File: src/rtl/core/swq_pkg.sv
// ----------------------------------------------------------------------------
// swq_pkg
// Shared types and constants of the semaphore wait queue engine.
// ----------------------------------------------------------------------------
`default_nettype none
package swq_pkg;

  localparam int NUM_SEMS = 16;
  localparam int MAX_WAITERS = 32;
  localparam int SEM_W = $clog2(NUM_SEMS);
  localparam int SLOT_W = $clog2(MAX_WAITERS);
  localparam int SCAN_W = SLOT_W + 1;
  localparam int CFG_IDX_W = 3;
  localparam int CFG_DATA_W = 16;
  localparam int FIFO_DEPTH = 2;
  localparam int FIFO_PTR_W = 1;

  localparam logic [5:0] OWNER_NONE = 6'd63;
  localparam logic [31:0] WAIT_FOREVER = 32'hFFFF_FFFF;

  typedef enum logic [2:0] {
    CFG_SEM_LIMIT = 3'd0,
    CFG_USED_MASK = 3'd1,
    CFG_BINARY_MASK = 3'd2,
    CFG_PRIO_MASK = 3'd3,
    CFG_COUNT_MAX = 3'd4
  } cfg_idx_t;

  typedef enum logic [2:0] {
    ST_OK = 3'd0,
    ST_INVALID = 3'd1,
    ST_OVERFLOW = 3'd2,
    ST_PEND_ISR = 3'd3,
    ST_UNAVAIL = 3'd4,
    ST_PEND_LOCK = 3'd5,
    ST_UNSUPPORTED = 3'd6,
    ST_FULL = 3'd7
  } status_t;

  // classified request handed from front to back
  typedef enum logic [1:0] {
    OP_DONE = 2'd0,    // result already final (invalid, unused)
    OP_PEND = 2'd1,
    OP_POST = 2'd2
  } op_t;

  // pend rejection found by the front, in check order
  typedef enum logic [1:0] {
    PE_NONE = 2'd0,
    PE_ISR = 2'd1,
    PE_ZERO_TMO = 2'd2,
    PE_LOCK = 2'd3
  } pend_err_t;

  typedef struct packed {
    op_t op;
    logic [SEM_W-1:0] sem;
    logic [5:0] task_id;
    logic [5:0] prio;
    pend_err_t pend_err;
    logic unsupported;
    logic prio_mode;
    logic binary;
    logic owner_none;       // invalid id: report no owner
  } job_t;

  typedef enum logic [2:0] {
    BK_IDLE,
    BK_READ,
    BK_SCAN,
    BK_WAKE,
    BK_OUT
  } bk_state_t;

endpackage
`default_nettype wire

File: src/rtl/core/swq_if.sv
// ----------------------------------------------------------------------------
// swq_req_if / swq_rsp_if
// Valid/ready channels carrying requests and results.
// ----------------------------------------------------------------------------
`default_nettype none
interface swq_req_if;
  logic valid;
  logic ready;
  logic cmd;
  logic [7:0] sem_id;
  logic [5:0] task_id;
  logic [5:0] task_priority;
  logic [31:0] timeout;
  logic in_interrupt;
  logic task_locked;
  modport source (output valid, cmd, sem_id, task_id, task_priority, timeout,
                  in_interrupt, task_locked, input ready);
  modport sink (input valid, cmd, sem_id, task_id, task_priority, timeout,
                in_interrupt, task_locked, output ready);
endinterface

interface swq_rsp_if;
  logic valid;
  logic ready;
  logic [2:0] status;
  logic caller_blocks;
  logic woken_valid;
  logic [5:0] woken_task;
  logic [5:0] owner_after;
  modport source (output valid, status, caller_blocks, woken_valid, woken_task,
                  owner_after, input ready);
  modport sink (input valid, status, caller_blocks, woken_valid, woken_task,
                owner_after, output ready);
endinterface
`default_nettype wire

File: src/rtl/core/swq_front.sv
// ----------------------------------------------------------------------------
// swq_front
// Checks a request against the configuration and queues a classified job.
// ----------------------------------------------------------------------------
`default_nettype none
module swq_front import swq_pkg::*; (
  input  wire logic clk,
  input  wire logic rst,
  swq_req_if.sink req,
  input  wire logic [4:0] sem_limit,
  input  wire logic [15:0] used_mask,
  input  wire logic [15:0] binary_mask,
  input  wire logic [15:0] prio_mask,
  output job_t job,
  output logic job_valid,
  input  wire logic job_ready
);

  job_t fifo [FIFO_DEPTH];
  logic [FIFO_PTR_W-1:0] wr_ptr;
  logic [FIFO_PTR_W-1:0] rd_ptr;
  logic [FIFO_PTR_W:0] fill;
  job_t cls;
  logic id_ok;
  logic [SEM_W-1:0] s;
  logic push;
  logic pop;

  assign s = req.sem_id[SEM_W-1:0];
  assign id_ok = ({3'd0, req.sem_id} < {6'd0, sem_limit}) &&
                 ({3'd0, req.sem_id} < 11'(NUM_SEMS));

  always_comb begin
    cls = '0;
    cls.sem = s;
    cls.task_id = req.task_id;
    cls.prio = req.task_priority;
    cls.prio_mode = prio_mask[s];
    cls.binary = binary_mask[s];
    if (!id_ok) begin
      cls.op = OP_DONE;
      cls.owner_none = 1'b1;
    end else if (!used_mask[s]) begin
      cls.op = OP_DONE;
    end else if (req.cmd) begin
      cls.op = OP_POST;
    end else begin
      cls.op = OP_PEND;
      if (req.in_interrupt) cls.pend_err = PE_ISR;
      else if (req.timeout == 32'd0) cls.pend_err = PE_ZERO_TMO;
      else if (req.task_locked) cls.pend_err = PE_LOCK;
      cls.unsupported = (req.timeout != WAIT_FOREVER);
    end
  end

  assign req.ready = (fill != (FIFO_PTR_W+1)'(FIFO_DEPTH));
  assign push = req.valid && req.ready;
  assign job_valid = (fill != '0);
  assign pop = job_valid && job_ready;
  assign job = fifo[rd_ptr];

  always_ff @(posedge clk) begin
    if (push) fifo[wr_ptr] <= cls;
  end

  always_ff @(posedge clk) begin
    if (rst) begin
      wr_ptr <= '0;
      rd_ptr <= '0;
      fill <= '0;
    end else begin
      if (push) wr_ptr <= wr_ptr + 1'b1;
      if (pop) rd_ptr <= rd_ptr + 1'b1;
      fill <= fill + (FIFO_PTR_W+1)'(push) - (FIFO_PTR_W+1)'(pop);
    end
  end

endmodule
`default_nettype wire

File: src/rtl/core/swq_back.sv
// ----------------------------------------------------------------------------
// swq_back
// Executes jobs: counts, owners and the waiter table, scanned one slot a cycle.
// ----------------------------------------------------------------------------
`default_nettype none
module swq_back import swq_pkg::*; (
  input  wire logic clk,
  input  wire logic rst,
  input  job_t job,
  input  wire logic job_valid,
  output logic job_ready,
  input  wire logic [15:0] count_max,
  swq_rsp_if.source rsp
);

  bk_state_t state, state_next;

  logic [15:0] sem_count [NUM_SEMS];
  logic [5:0] sem_owner [NUM_SEMS];
  logic [MAX_WAITERS-1:0] waiter_valid;
  // waiter payload memory: task, sem, prio, age
  logic [5+SEM_W+6+16:0] wmem [MAX_WAITERS];
  logic [5+SEM_W+6+16:0] wrd;
  logic [15:0] arrival_counter;

  job_t cur;
  logic [15:0] cnt;
  logic [SCAN_W-1:0] idx;
  logic [SLOT_W-1:0] best;
  logic best_found;
  logic [5:0] best_prio;
  logic [15:0] best_elapsed;
  logic [5:0] best_task_r;
  logic [SLOT_W-1:0] rd_slot;   // slot of wrd
  logic rd_live;
  logic [SLOT_W-1:0] free_slot;
  logic free_found;

  logic [5:0] w_task;
  logic [SEM_W-1:0] w_sem;
  logic [5:0] w_prio;
  logic [15:0] w_age;
  logic [15:0] elapsed;
  logic [5:0] pr;
  logic better;

  // decision of the read state
  logic [15:0] cur_count;
  logic [2:0] rd_status;
  logic [5:0] rd_owner;
  logic rd_take;
  logic rd_queue;
  logic rd_scan;

  logic out_v;
  logic [2:0] o_status;
  logic o_blocks, o_wv;
  logic [5:0] o_wt, o_owner;

  assign {w_task, w_sem, w_prio, w_age} = wrd;
  assign elapsed = arrival_counter - w_age;
  assign pr = cur.prio_mode ? w_prio : 6'd0;
  assign better = !best_found || (pr < best_prio) ||
                  (pr == best_prio && elapsed > best_elapsed);

  // first free slot, priority encoder over valid bits
  always_comb begin
    free_slot = '0;
    free_found = 1'b0;
    for (int i = MAX_WAITERS-1; i >= 0; i--) begin
      if (!waiter_valid[i]) begin
        free_slot = SLOT_W'(i);
        free_found = 1'b1;
      end
    end
  end

  assign cur_count = sem_count[cur.sem];

  always_comb begin
    rd_status = ST_OK;
    rd_owner = sem_owner[cur.sem];
    rd_take = 1'b0;
    rd_queue = 1'b0;
    rd_scan = 1'b0;
    case (cur.op)
      OP_DONE: begin
        rd_status = ST_INVALID;
        if (cur.owner_none) rd_owner = OWNER_NONE;
      end
      OP_PEND: begin
        if (cur.pend_err == PE_ISR) rd_status = ST_PEND_ISR;
        else if (cur_count != 16'd0) begin
          rd_take = 1'b1;
          rd_owner = cur.task_id;
        end else if (cur.pend_err == PE_ZERO_TMO) rd_status = ST_UNAVAIL;
        else if (cur.pend_err == PE_LOCK) rd_status = ST_PEND_LOCK;
        else if (cur.unsupported) rd_status = ST_UNSUPPORTED;
        else if (!free_found) rd_status = ST_FULL;
        else rd_queue = 1'b1;
      end
      OP_POST: begin
        if (cur_count >= count_max) rd_status = ST_OVERFLOW;
        else if (!(cur.binary && cur_count == 16'd1)) rd_scan = 1'b1;
      end
      default: rd_status = ST_INVALID;
    endcase
  end

  assign job_ready = (state == BK_IDLE);
  assign rsp.valid = out_v;
  assign rsp.status = o_status;
  assign rsp.caller_blocks = o_blocks;
  assign rsp.woken_valid = o_wv;
  assign rsp.woken_task = o_wt;
  assign rsp.owner_after = o_owner;

  always_comb begin
    state_next = state;
    case (state)
      BK_IDLE: if (job_valid) state_next = BK_READ;
      BK_READ: begin
        if (rd_scan) state_next = BK_SCAN;
        else state_next = BK_OUT;
      end
      BK_SCAN: if (idx == SCAN_W'(MAX_WAITERS)) state_next = BK_WAKE;
      BK_WAKE: state_next = BK_OUT;
      BK_OUT: if (rsp.ready) state_next = BK_IDLE;
      default: state_next = BK_IDLE;
    endcase
  end

  always_ff @(posedge clk) begin
    if (rst) state <= BK_IDLE;
    else state <= state_next;
  end

  // waiter memory read, registered
  always_ff @(posedge clk) begin
    wrd <= wmem[idx[SLOT_W-1:0]];
    rd_slot <= idx[SLOT_W-1:0];
    rd_live <= (state == BK_SCAN) && (idx != SCAN_W'(MAX_WAITERS));
  end

  always_ff @(posedge clk) begin
    if (state == BK_READ && rd_queue)
      wmem[free_slot] <= {cur.task_id, cur.sem, cur.prio, arrival_counter};
  end

  always_ff @(posedge clk) begin
    if (rst) begin
      for (int i = 0; i < NUM_SEMS; i++) begin
        sem_count[i] <= '0;
        sem_owner[i] <= OWNER_NONE;
      end
      waiter_valid <= '0;
      arrival_counter <= '0;
      out_v <= 1'b0;
      idx <= '0;
      best_found <= 1'b0;
    end else begin
      case (state)
        BK_IDLE: begin
          if (job_valid) cur <= job;
          idx <= '0;
          best_found <= 1'b0;
        end
        BK_READ: begin
          cnt <= cur_count;
          o_blocks <= rd_queue;
          o_wv <= 1'b0;
          o_wt <= '0;
          o_status <= rd_status;
          o_owner <= rd_owner;
          if (rd_take) begin
            sem_count[cur.sem] <= cur_count - 16'd1;
            sem_owner[cur.sem] <= cur.task_id;
          end
          if (rd_queue) begin
            waiter_valid[free_slot] <= 1'b1;
            arrival_counter <= arrival_counter + 16'd1;
          end
        end
        BK_SCAN: begin
          if (idx != SCAN_W'(MAX_WAITERS)) idx <= idx + 1'b1;
          if (rd_live && waiter_valid[rd_slot] && w_sem == cur.sem && better) begin
            best <= rd_slot;
            best_found <= 1'b1;
            best_prio <= pr;
            best_elapsed <= elapsed;
          end
        end
        BK_WAKE: begin
          if (best_found) begin
            waiter_valid[best] <= 1'b0;
            o_wv <= 1'b1;
            o_wt <= best_task_r;
            sem_owner[cur.sem] <= best_task_r;
            o_owner <= best_task_r;
          end else begin
            sem_count[cur.sem] <= cnt + 16'd1;
            sem_owner[cur.sem] <= OWNER_NONE;
            o_owner <= OWNER_NONE;
          end
        end
        default: ;
      endcase
      if (state_next == BK_OUT && state != BK_OUT) out_v <= 1'b1;
      else if (state == BK_OUT && rsp.ready) out_v <= 1'b0;
    end
  end

  // task of the best slot, tracked alongside the scan
  always_ff @(posedge clk) begin
    if (state == BK_SCAN && rd_live && waiter_valid[rd_slot] &&
        w_sem == cur.sem && better)
      best_task_r <= w_task;
  end

endmodule
`default_nettype wire

File: src/rtl/core/semaphore_wait_queue_engine.sv
// ----------------------------------------------------------------------------
// semaphore_wait_queue_engine
// Counting semaphores with a shared priority/FIFO wait table.
// ----------------------------------------------------------------------------
// Usage: requests enter on req (valid/ready), one result per request leaves on
// rsp (valid/ready). Configuration registers are written through cfg_we,
// cfg_index and cfg_data while the engine is idle.
// The front checks ids and masks and queues the classified request in a
// two-entry queue; the back executes it one request at a time.
// A pend or rejected request passes the front queue and the back's read
// state before its result shows; a post that gets past the count checks
// scans all 32 waiter slots one per cycle through the waiter memory read
// port, then wakes. The back takes the next request the cycle after a
// result is taken.
// Reset clears counts to zero, owners to none, the waiter valid bits and the
// arrival counter; registers take their reset values.
// When rsp stalls the back holds its result and the front keeps accepting
// until its queue is full.
// ----------------------------------------------------------------------------
`default_nettype none
module semaphore_wait_queue_engine import swq_pkg::*; (
  input  wire logic clk,
  input  wire logic rst,
  swq_req_if.sink req,
  swq_rsp_if.source rsp,
  input  wire logic cfg_we,
  input  wire logic [CFG_IDX_W-1:0] cfg_index,
  input  wire logic [CFG_DATA_W-1:0] cfg_data
);

  logic [4:0] sem_limit;
  logic [15:0] used_mask, binary_mask, prio_mask, count_max;
  job_t job;
  logic job_valid, job_ready;

  always_ff @(posedge clk) begin
    if (rst) begin
      sem_limit <= 5'd16;
      used_mask <= '0;
      binary_mask <= '0;
      prio_mask <= '0;
      count_max <= 16'd65534;
    end else if (cfg_we) begin
      case (cfg_index)
        CFG_SEM_LIMIT: sem_limit <= cfg_data[4:0];
        CFG_USED_MASK: used_mask <= cfg_data;
        CFG_BINARY_MASK: binary_mask <= cfg_data;
        CFG_PRIO_MASK: prio_mask <= cfg_data;
        CFG_COUNT_MAX: count_max <= cfg_data;
        default: ;
      endcase
    end
  end

  swq_front u_front (
    .clk, .rst, .req,
    .sem_limit, .used_mask, .binary_mask, .prio_mask,
    .job, .job_valid, .job_ready
  );

  swq_back u_back (
    .clk, .rst, .job, .job_valid, .job_ready, .count_max, .rsp
  );

endmodule
`default_nettype wire

File: src/flat_wrapper.sv
// flat-port wrapper written by rule: the top's interface ports become plain ports
module semaphore_wait_queue_engine_flat import swq_pkg::*;
  (clk, rst, cfg_we, cfg_index, cfg_data, req_valid, req_cmd, req_sem_id, req_task_id, req_task_priority, req_timeout, req_in_interrupt, req_task_locked, req_ready, rsp_valid, rsp_status, rsp_caller_blocks, rsp_woken_valid, rsp_woken_task, rsp_owner_after, rsp_ready);
  swq_req_if req_i ();
  swq_rsp_if rsp_i ();
  input  wire logic clk;
  input  wire logic rst;
  input  wire logic cfg_we;
  input  wire logic [CFG_IDX_W-1:0] cfg_index;
  input  wire logic [CFG_DATA_W-1:0] cfg_data;
  input wire logic [$bits(req_i.valid)-1:0] req_valid;
  input wire logic [$bits(req_i.cmd)-1:0] req_cmd;
  input wire logic [$bits(req_i.sem_id)-1:0] req_sem_id;
  input wire logic [$bits(req_i.task_id)-1:0] req_task_id;
  input wire logic [$bits(req_i.task_priority)-1:0] req_task_priority;
  input wire logic [$bits(req_i.timeout)-1:0] req_timeout;
  input wire logic [$bits(req_i.in_interrupt)-1:0] req_in_interrupt;
  input wire logic [$bits(req_i.task_locked)-1:0] req_task_locked;
  output wire logic [$bits(req_i.ready)-1:0] req_ready;
  output wire logic [$bits(rsp_i.valid)-1:0] rsp_valid;
  output wire logic [$bits(rsp_i.status)-1:0] rsp_status;
  output wire logic [$bits(rsp_i.caller_blocks)-1:0] rsp_caller_blocks;
  output wire logic [$bits(rsp_i.woken_valid)-1:0] rsp_woken_valid;
  output wire logic [$bits(rsp_i.woken_task)-1:0] rsp_woken_task;
  output wire logic [$bits(rsp_i.owner_after)-1:0] rsp_owner_after;
  input wire logic [$bits(rsp_i.ready)-1:0] rsp_ready;
  assign req_i.valid = req_valid;
  assign req_i.cmd = req_cmd;
  assign req_i.sem_id = req_sem_id;
  assign req_i.task_id = req_task_id;
  assign req_i.task_priority = req_task_priority;
  assign req_i.timeout = req_timeout;
  assign req_i.in_interrupt = req_in_interrupt;
  assign req_i.task_locked = req_task_locked;
  assign req_ready = req_i.ready;
  assign rsp_valid = rsp_i.valid;
  assign rsp_status = rsp_i.status;
  assign rsp_caller_blocks = rsp_i.caller_blocks;
  assign rsp_woken_valid = rsp_i.woken_valid;
  assign rsp_woken_task = rsp_i.woken_task;
  assign rsp_owner_after = rsp_i.owner_after;
  assign rsp_i.ready = rsp_ready;
  semaphore_wait_queue_engine u_core (.clk(clk), .rst(rst), .req(req_i), .rsp(rsp_i), .cfg_we(cfg_we), .cfg_index(cfg_index), .cfg_data(cfg_data));
endmodule
File: config.mk
export PLATFORM = sky130hd
export DESIGN_NAME = semaphore_wait_queue_engine_flat
export DESIGN_NICKNAME = d
export VERILOG_FILES = /design/src/rtl/core/swq_pkg.sv /design/src/rtl/core/swq_if.sv /design/src/rtl/core/swq_front.sv /design/src/rtl/core/swq_back.sv /design/src/rtl/core/semaphore_wait_queue_engine.sv /design/src/flat_wrapper.sv
export SDC_FILE = /design/constraint.sdc
export NUM_CORES = 2
export LEC_CHECK = 0
export ABC_CLOCK_PERIOD_IN_PS = 6600
export BUFFER_PORTS_ARGS = -buffer_cell sky130_fd_sc_hd__buf_2
export CAP_MARGIN = 20
export CORE_MARGIN = 4
export CORE_UTILIZATION = 40
export DETAILED_ROUTE_END_ITERATION = 12
export GPL_ROUTABILITY_DRIVEN = 0
export PLACE_DENSITY = 0.68
export SYNTH_ARGS = -nofsm -noshare
export SYNTH_HDL_FRONTEND = slang
export SYNTH_SLANG_ARGS = --single-unit
File: constraint.sdc
create_clock -name clk -period 6.6 [get_ports clk]
set_input_delay 0.66 -clock clk [delete_from_list [all_inputs] [get_ports clk]]
set_output_delay 0.66 -clock clk [all_outputs]
set_load 0.02 [all_outputs]
## After elaboration in Yosys (flattened, before gate mapping)

Memories as Yosys holds them, arrays and structs flattened. A register that Yosys moved wholly into a read port is not among the register bits.
Cells that the tools add are included.

| operators by class | value |
|---|---|
| add/subtract/negate cells | 9 |
| $lt $le $gt $ge | 11 |
| equality and inequality tests | 26 |
| muxes and demuxes | 159 |
| bitwise operators | 7 |
| reductions and logical operators | 46 |

Operator list:

| cell | number |
|---|---|
| $mux W5 | 32 |
| $mux W1 | 76 |
| $mux W32 | 2 |
| $pmux W32 S2 | 1 |
| $mux W6 | 10 |
| $pmux W6 S2 | 4 |
| $mux W3 | 13 |
| $add A16 B1 Y16 const B | 2 |
| $and A32 B32 Y32 | 1 |
| $logic_not A32 Y1 | 1 |
| $mux W16 | 2 |
| $ne A32 B32 Y1 const B | 1 |
| $not A32 Y32 | 1 |
| $or A32 B32 Y32 | 1 |
| $reduce_and A2 Y1 | 10 |
| $logic_and A1 B1 Y1 | 18 |
| $lt A5 B6 Y1 const B | 3 |
| $eq A16 B1 Y1 const B | 1 |
| $ge A16 B16 Y1 | 1 |
| $gt A16 B16 Y1 | 1 |
| $reduce_bool A16 Y1 | 1 |
| $reduce_or A16 Y1 | 1 |
| $sub A16 B1 Y16 const B | 1 |
| $sub A16 B16 Y16 | 1 |
| other kinds (38) | 73 |

| word-level totals | value |
|---|---|
| register bits | 204 |
| memory bits (writable) | 1424 |
| input bits | 79 |
| output and inout bits | 19 |
| logic and storage cells | 288 |
| memories | 4 |

Memories:

| name | words | bits a word | rd ports | clocked after memory_dff | write ports | RTL line | text |
|---|---|---|---|---|---|---|---|
| u_core.u_back.wmem | 32 | 32 | 1 | 1 | 1 | swq_back.sv:22 | `logic [5+SEM_W+6+16:0] wmem [MAX_WAITERS];` |
| u_core.u_back.sem_count | 16 | 16 | 1 | 0 | 16 | swq_back.sv:18 | `logic [15:0] sem_count [NUM_SEMS];` |
| u_core.u_back.sem_owner | 16 | 6 | 1 | 0 | 16 | swq_back.sv:19 | `logic [5:0] sem_owner [NUM_SEMS];` |
| u_core.u_front.fifo | 2 | 24 | 1 | 1 | 1 | swq_front.sv:19 | `job_t fifo [FIFO_DEPTH];` |

## Longest topological paths before layout

| logic depth | value |
|---|---|
| word-level depth | 42 |
| gate-level depth with buffers | 20 |
| gate-level depth less buffers | 20 |

## Cells and area by module

From an unflattened synthesis, not the netlist that was laid out.

| unflattened totals | value |
|---|---|
| cells, all modules | 3985 |
| area, all modules | 69653.1 µm² |

By module, submodules not included:

| module | times used | cells an instance | area an instance (µm²) | seq. area each (µm²) |
|---|---|---|---|---|
| swq_back | 1 | 3558 | 64212.8 | 46044.2 |
| semaphore_wait_queue_engine | 1 | 265 | 2802.7 | 1381.3 |
| swq_front | 1 | 162 | 2637.5 | 1541.5 |

## Worst setup path before layout

No wires, ideal clock.

| timing | value |
|---|---|
| path kind | reg2reg |
| from | reg u_core.u_back.cur[18] (netlist name) |
| to | mem u_core.u_back.wmem[28][0] (netlist name) (enable) |
| arrival time | 6014 ps |
| data required time | 6139 ps |
| path slack | 125 ps |
| stages on the path, launching flop included | 15 |
| buffers on the path | 4 |
| clock period less this slack | 6475 ps |
| cells stage by stage | edfxtp_1 > buf_6 > buf_4 > buf_6 > buf_4 > mux4_2 > a22oi_1 > nand2_1 > inv_1 > ha_1 > a21boi_2 > nand2_1 > nor3_4 > nand3_2 > nor3_1 |

RTL lines:

| item | RTL line |
|---|---|
| end: declaration | swq_back.sv:22 |

==> flow_summary_export.csv <==
group,metric,value,unit
hold_path,hold_class,"primary input to flip-flop",
power,switchingPower,5.84,mW
power,ir_drop,0.000187,V
worst_setup_path,arrival,5.90,ns
sta,min_period,5.48,ns
hold_path,holdPathStages,1,
clock_network,clk_pin_slew,0.06,ns
power,power_density,305,nW/um^2
synth,synth_top_area_share,66.1,%
synth,synth-async-reset-ratio,0,%
synth,yosysMostFrequentCell,"edfxtp_1",
global_route,gr-total-overflow,0,
route,maxUsedRoutingLayer,"met5",
synth,synth-edff-count,1514,
sta,slew_violations,0,
power,p_sw_share,24.5,%
global_route,grt_pass1_vias,37200,
sta,tns,0,ns
cells_and_area,n_fill_cell,14200,
worst_setup_path,critical_path_peak_fanout,39,
power,internal-power,18.0,mW
clock_network,h-tree-depth,4,
sta,finClkSkew,0.0386,ns
route,drcViolationCount,0,
route,routed_wl,170000,um
synth,syn_nets,4099,
hold_path,hold_end,"u_core.u_front.fifo[1][7]",
worst_setup_path,r2r-end,"u_core.u_back.wmem[28][31]",
global_route,grtUsageTotal,18.9,%
cells_and_area,seqCellArea,48900,um^2
clock_network,clock-sinks,1684,
route,met2_wirelength,83600,um
die,boundaryPins,98,
clock_network,cts_buffers,165,
clock_network,cts_setup_buffers,0,
synth,yosysSeqAreaShare,71.0,%
die,die_x,423,um
route,ant_nets,0,
synth,synth_common_cells,"edfxtp_1, mux4_2, nor2_1, nand2_1, dfxtp_1",
sta,hold_viol_final,0,
synth,ys_ff_latch,1684,
outcome,status,"finished, final reports clean",
cells_and_area,drive_gt1_share,25.3,%
worst_setup_path,cp-end-kind,"flip-flop",
placed_design,hpwl,110000,um
synth,synth_area,68800,um^2
cells_and_area,areaGrowthSynthToFinish,14.0,%
worst_setup_path,reg2reg_from,"u_core.u_back.cur[18]",
synth,ys.flop_type,"edfxtp_1",
sta,rsz0062_at_grt,"no",
clock_network,cts_root_buffer,"clkbuf_16",
sta,fin_crit_sh,83.0,%
sta,fmax,0.183,GHz
synth,avgSynthCellArea,17.4,um^2
worst_setup_path,required,7.02,ns
global_route,grt_first_pass_wirelength,252000,um
die,die_y,423,um
synth,yosysWarnings,0,
worst_setup_path,r2r_slack,1.12,ns
power,pwr-share-clk,39.2,%
sta,setup_violations,0,
route,wl_met1,68100,um
placed_design,place_ws,1.11,ns
die,rows,151,
global_route,grt_antenna_before_repair,19,
worst_setup_path,reg2reg_depth,11,
clock_network,cts_tree,"done",
route,dr.pass1.iters,6,
hold_path,hp-start,"req_task_priority[1]",
sta,slew_headroom,23.9,%
route,routed_wire_length_per_instance,25.8,um
route,drt_iter0_markers,4605,
flow_run,drv_cap,0,
worst_setup_path,crit_type,"flip-flop to flip-flop",
route,viasPerCell,5.67,
synth,yosys.area.top_type,"edfxtp_1",
die,floorplan.initialDensity,40.4,%
synth,syn_inst,3951,
synth,synth.area.top_cells,"edfxtp_1, mux4_2, dfxtp_1, nor2_1, nand2_1",
route,vias,37400,
cells_and_area,final_nets,4298,
power,p_comb_share,10.1,%
clock_network,clk_latency,0.80,ns
power,power.sequential.fraction,50.7,%
die,coreArea,170000,um^2
worst_setup_path,cp-start-kind,"flip-flop",
cells_and_area,multi_input_area,19000,um^2
global_route,grt_max_degree,109,
power,leakage,24.6,nW
route,wl_met3,12800,um
clock_network,ctsLongestPathBuffers,3,
die,dieArea,179000,um^2
synth,ys_types,78,
sta,worst_slew_pin_slew,1.14,ns
placed_design,io_buffers,97,
sta,fin_ws,1.12,ns
-- worst max-delay path, cell delays in order (launching register included) --
cell and delay (ns):
edfxtp_1 0.41, buf_12 0.30, buf_4 0.58, mux4_2 0.57, a22oi_1 0.34, nand2_1 0.23, nor3_2 0.37, nand3_1 0.36
nor3_4 0.54, nand3_2 0.51, nor3_2 0.29, buf_4 0.53
-- flip-flops by register name, summed over array words and instances, names as in the netlist, 24 cells and up --
signal and cells:
u_core.u_back.wmem 1024, u_core.u_back.sem_count 256, u_core.u_back.sem_owner 96, u_core.u_front.fifo 48, u_core.u_back.waiter_valid 32, u_core.u_back.wrd 32
u_core.u_back.cur 24
-- power by group through the flow --
stage	clock (mW)	sequential (mW)	combinational (mW)
after CTS	9.49	12.2	2.34
after detailed placement	0	12.4	2.33
after global placement	0	12.4	2.28
after floorplan	0	12.3	1.44
final	9.35	12.1	2.42
after global routing	9.95	12.1	2.59
-- timing repair --
| item | 4_1_cts | 5_1_grt |
|---|---|---|
| hold buffers | 1 | 0 |
| resized for setup | 0 | 0 |
| hold endpoints to repair | 2 | 0 |
-- cell usage in the layout (no fill, tap or decap), types with 13 or more instances in the layout --
| cell type | n |
|---|---|
| o22ai_1 | 30 |
| clkinv_2 | 27 |
| inv_1 | 91 |
| or3_1 | 14 |
| a21oi_1 | 81 |
| nand2_1 | 313 |
| o21ai_0 | 80 |
| clkbuf_16 | 168 |
| xor2_1 | 17 |
| o211ai_1 | 21 |
| clkbuf_1 | 39 |
| a31oi_1 | 14 |
| nor2_1 | 362 |
| mux4_2 | 441 |
| a22oi_1 | 22 |
| clkinv_1 | 26 |
| buf_12 | 15 |
| nor2b_1 | 22 |
| buf_4 | 129 |
| buf_2 | 96 |
| dfxtp_1 | 164 |
| nand3_1 | 42 |
| nor2_4 | 30 |
| bufinv_16 | 13 |
| a21o_1 | 25 |
| mux2_2 | 58 |
| nand3_2 | 13 |
| xnor2_1 | 36 |
| nor4_1 | 25 |
| nand4_1 | 47 |
| nor3_1 | 27 |
| ha_1 | 68 |
| edfxtp_1 | 1514 |
-- per-layer routing --
layer  track usage [%]  vias to the layer above
met5                 0                        -
met4              6.55                        8
met3              2.79                      282
met2              30.7                     1660
met1              26.2                    19400
li1                  -                    16000
-- worst max-delay path by stage --
stage | start | cells past startpoint | to
global route | u_core.u_back.arrival_counter[1] | 17 | u_core.u_back.best_elapsed[12]
detailed placement | u_core.u_back.arrival_counter[1] | 17 | u_core.u_back.best_elapsed[8]
finish | u_core.u_back.cur[18] | 11 | u_core.u_back.wmem[28][31]
global placement | u_core.u_back.cur[19] | 11 | u_core.u_back.wmem[28][19]
floorplan | u_core.u_back.cur[18] | 14 | u_core.u_back.wmem[28][0]
CTS | u_core.u_back.cur[18] | 11 | u_core.u_back.wmem[28][31]
-- cells by family (layout without fill, tap and decap cells) --
| group | after synthesis | count (layout) | share of synthesized area [%] |
|---|---|---|---|
| AOI/OAI and AO/OA | 337 | 337 | 3.04 |
| xor gates and xnor gates | 53 | 53 | 0.675 |
| adders and majority gates | 69 | 69 | 1.27 |
| buffers and inverters | 309 | 647 | 1.89 |
| DFF | 1684 | 1684 | 71.0 |
| muxes | 505 | 505 | 15.5 |
| other | 0 | 10 | 0 |
| and+or+nand+nor | 994 | 994 | 6.63 |
-- metrics by stage --
stage                     std cells  area [um^2]  hold WS, ns  util [%]  total power [mW]
after detailed placement       6270        72800        0.391      42.8              14.7
final                          6594        78400       0.0668      46.1              23.9
after CTS                      6577        78200      0.00139      46.0              24.0
after global routing           6587        78400       0.0249      46.1              24.7
after floorplan                3951        68800        0.329         -              13.8
after global placement         6269        72800        0.388      42.8              14.7
-- final cells by class --
class / count / share of cell area (%)
inverters: 92 / 0.440
well taps: 2295 / 3.66
multi-input cells: 1958 / 24.2
clock inverters: 92 / 1.20
diodes: 10 / 0.0319
repair buffers: 249 / 2.49
clock buffers: 214 / 5.67
flip-flops and latches: 1684 / 62.3
(Power assumes the default switching activity.)
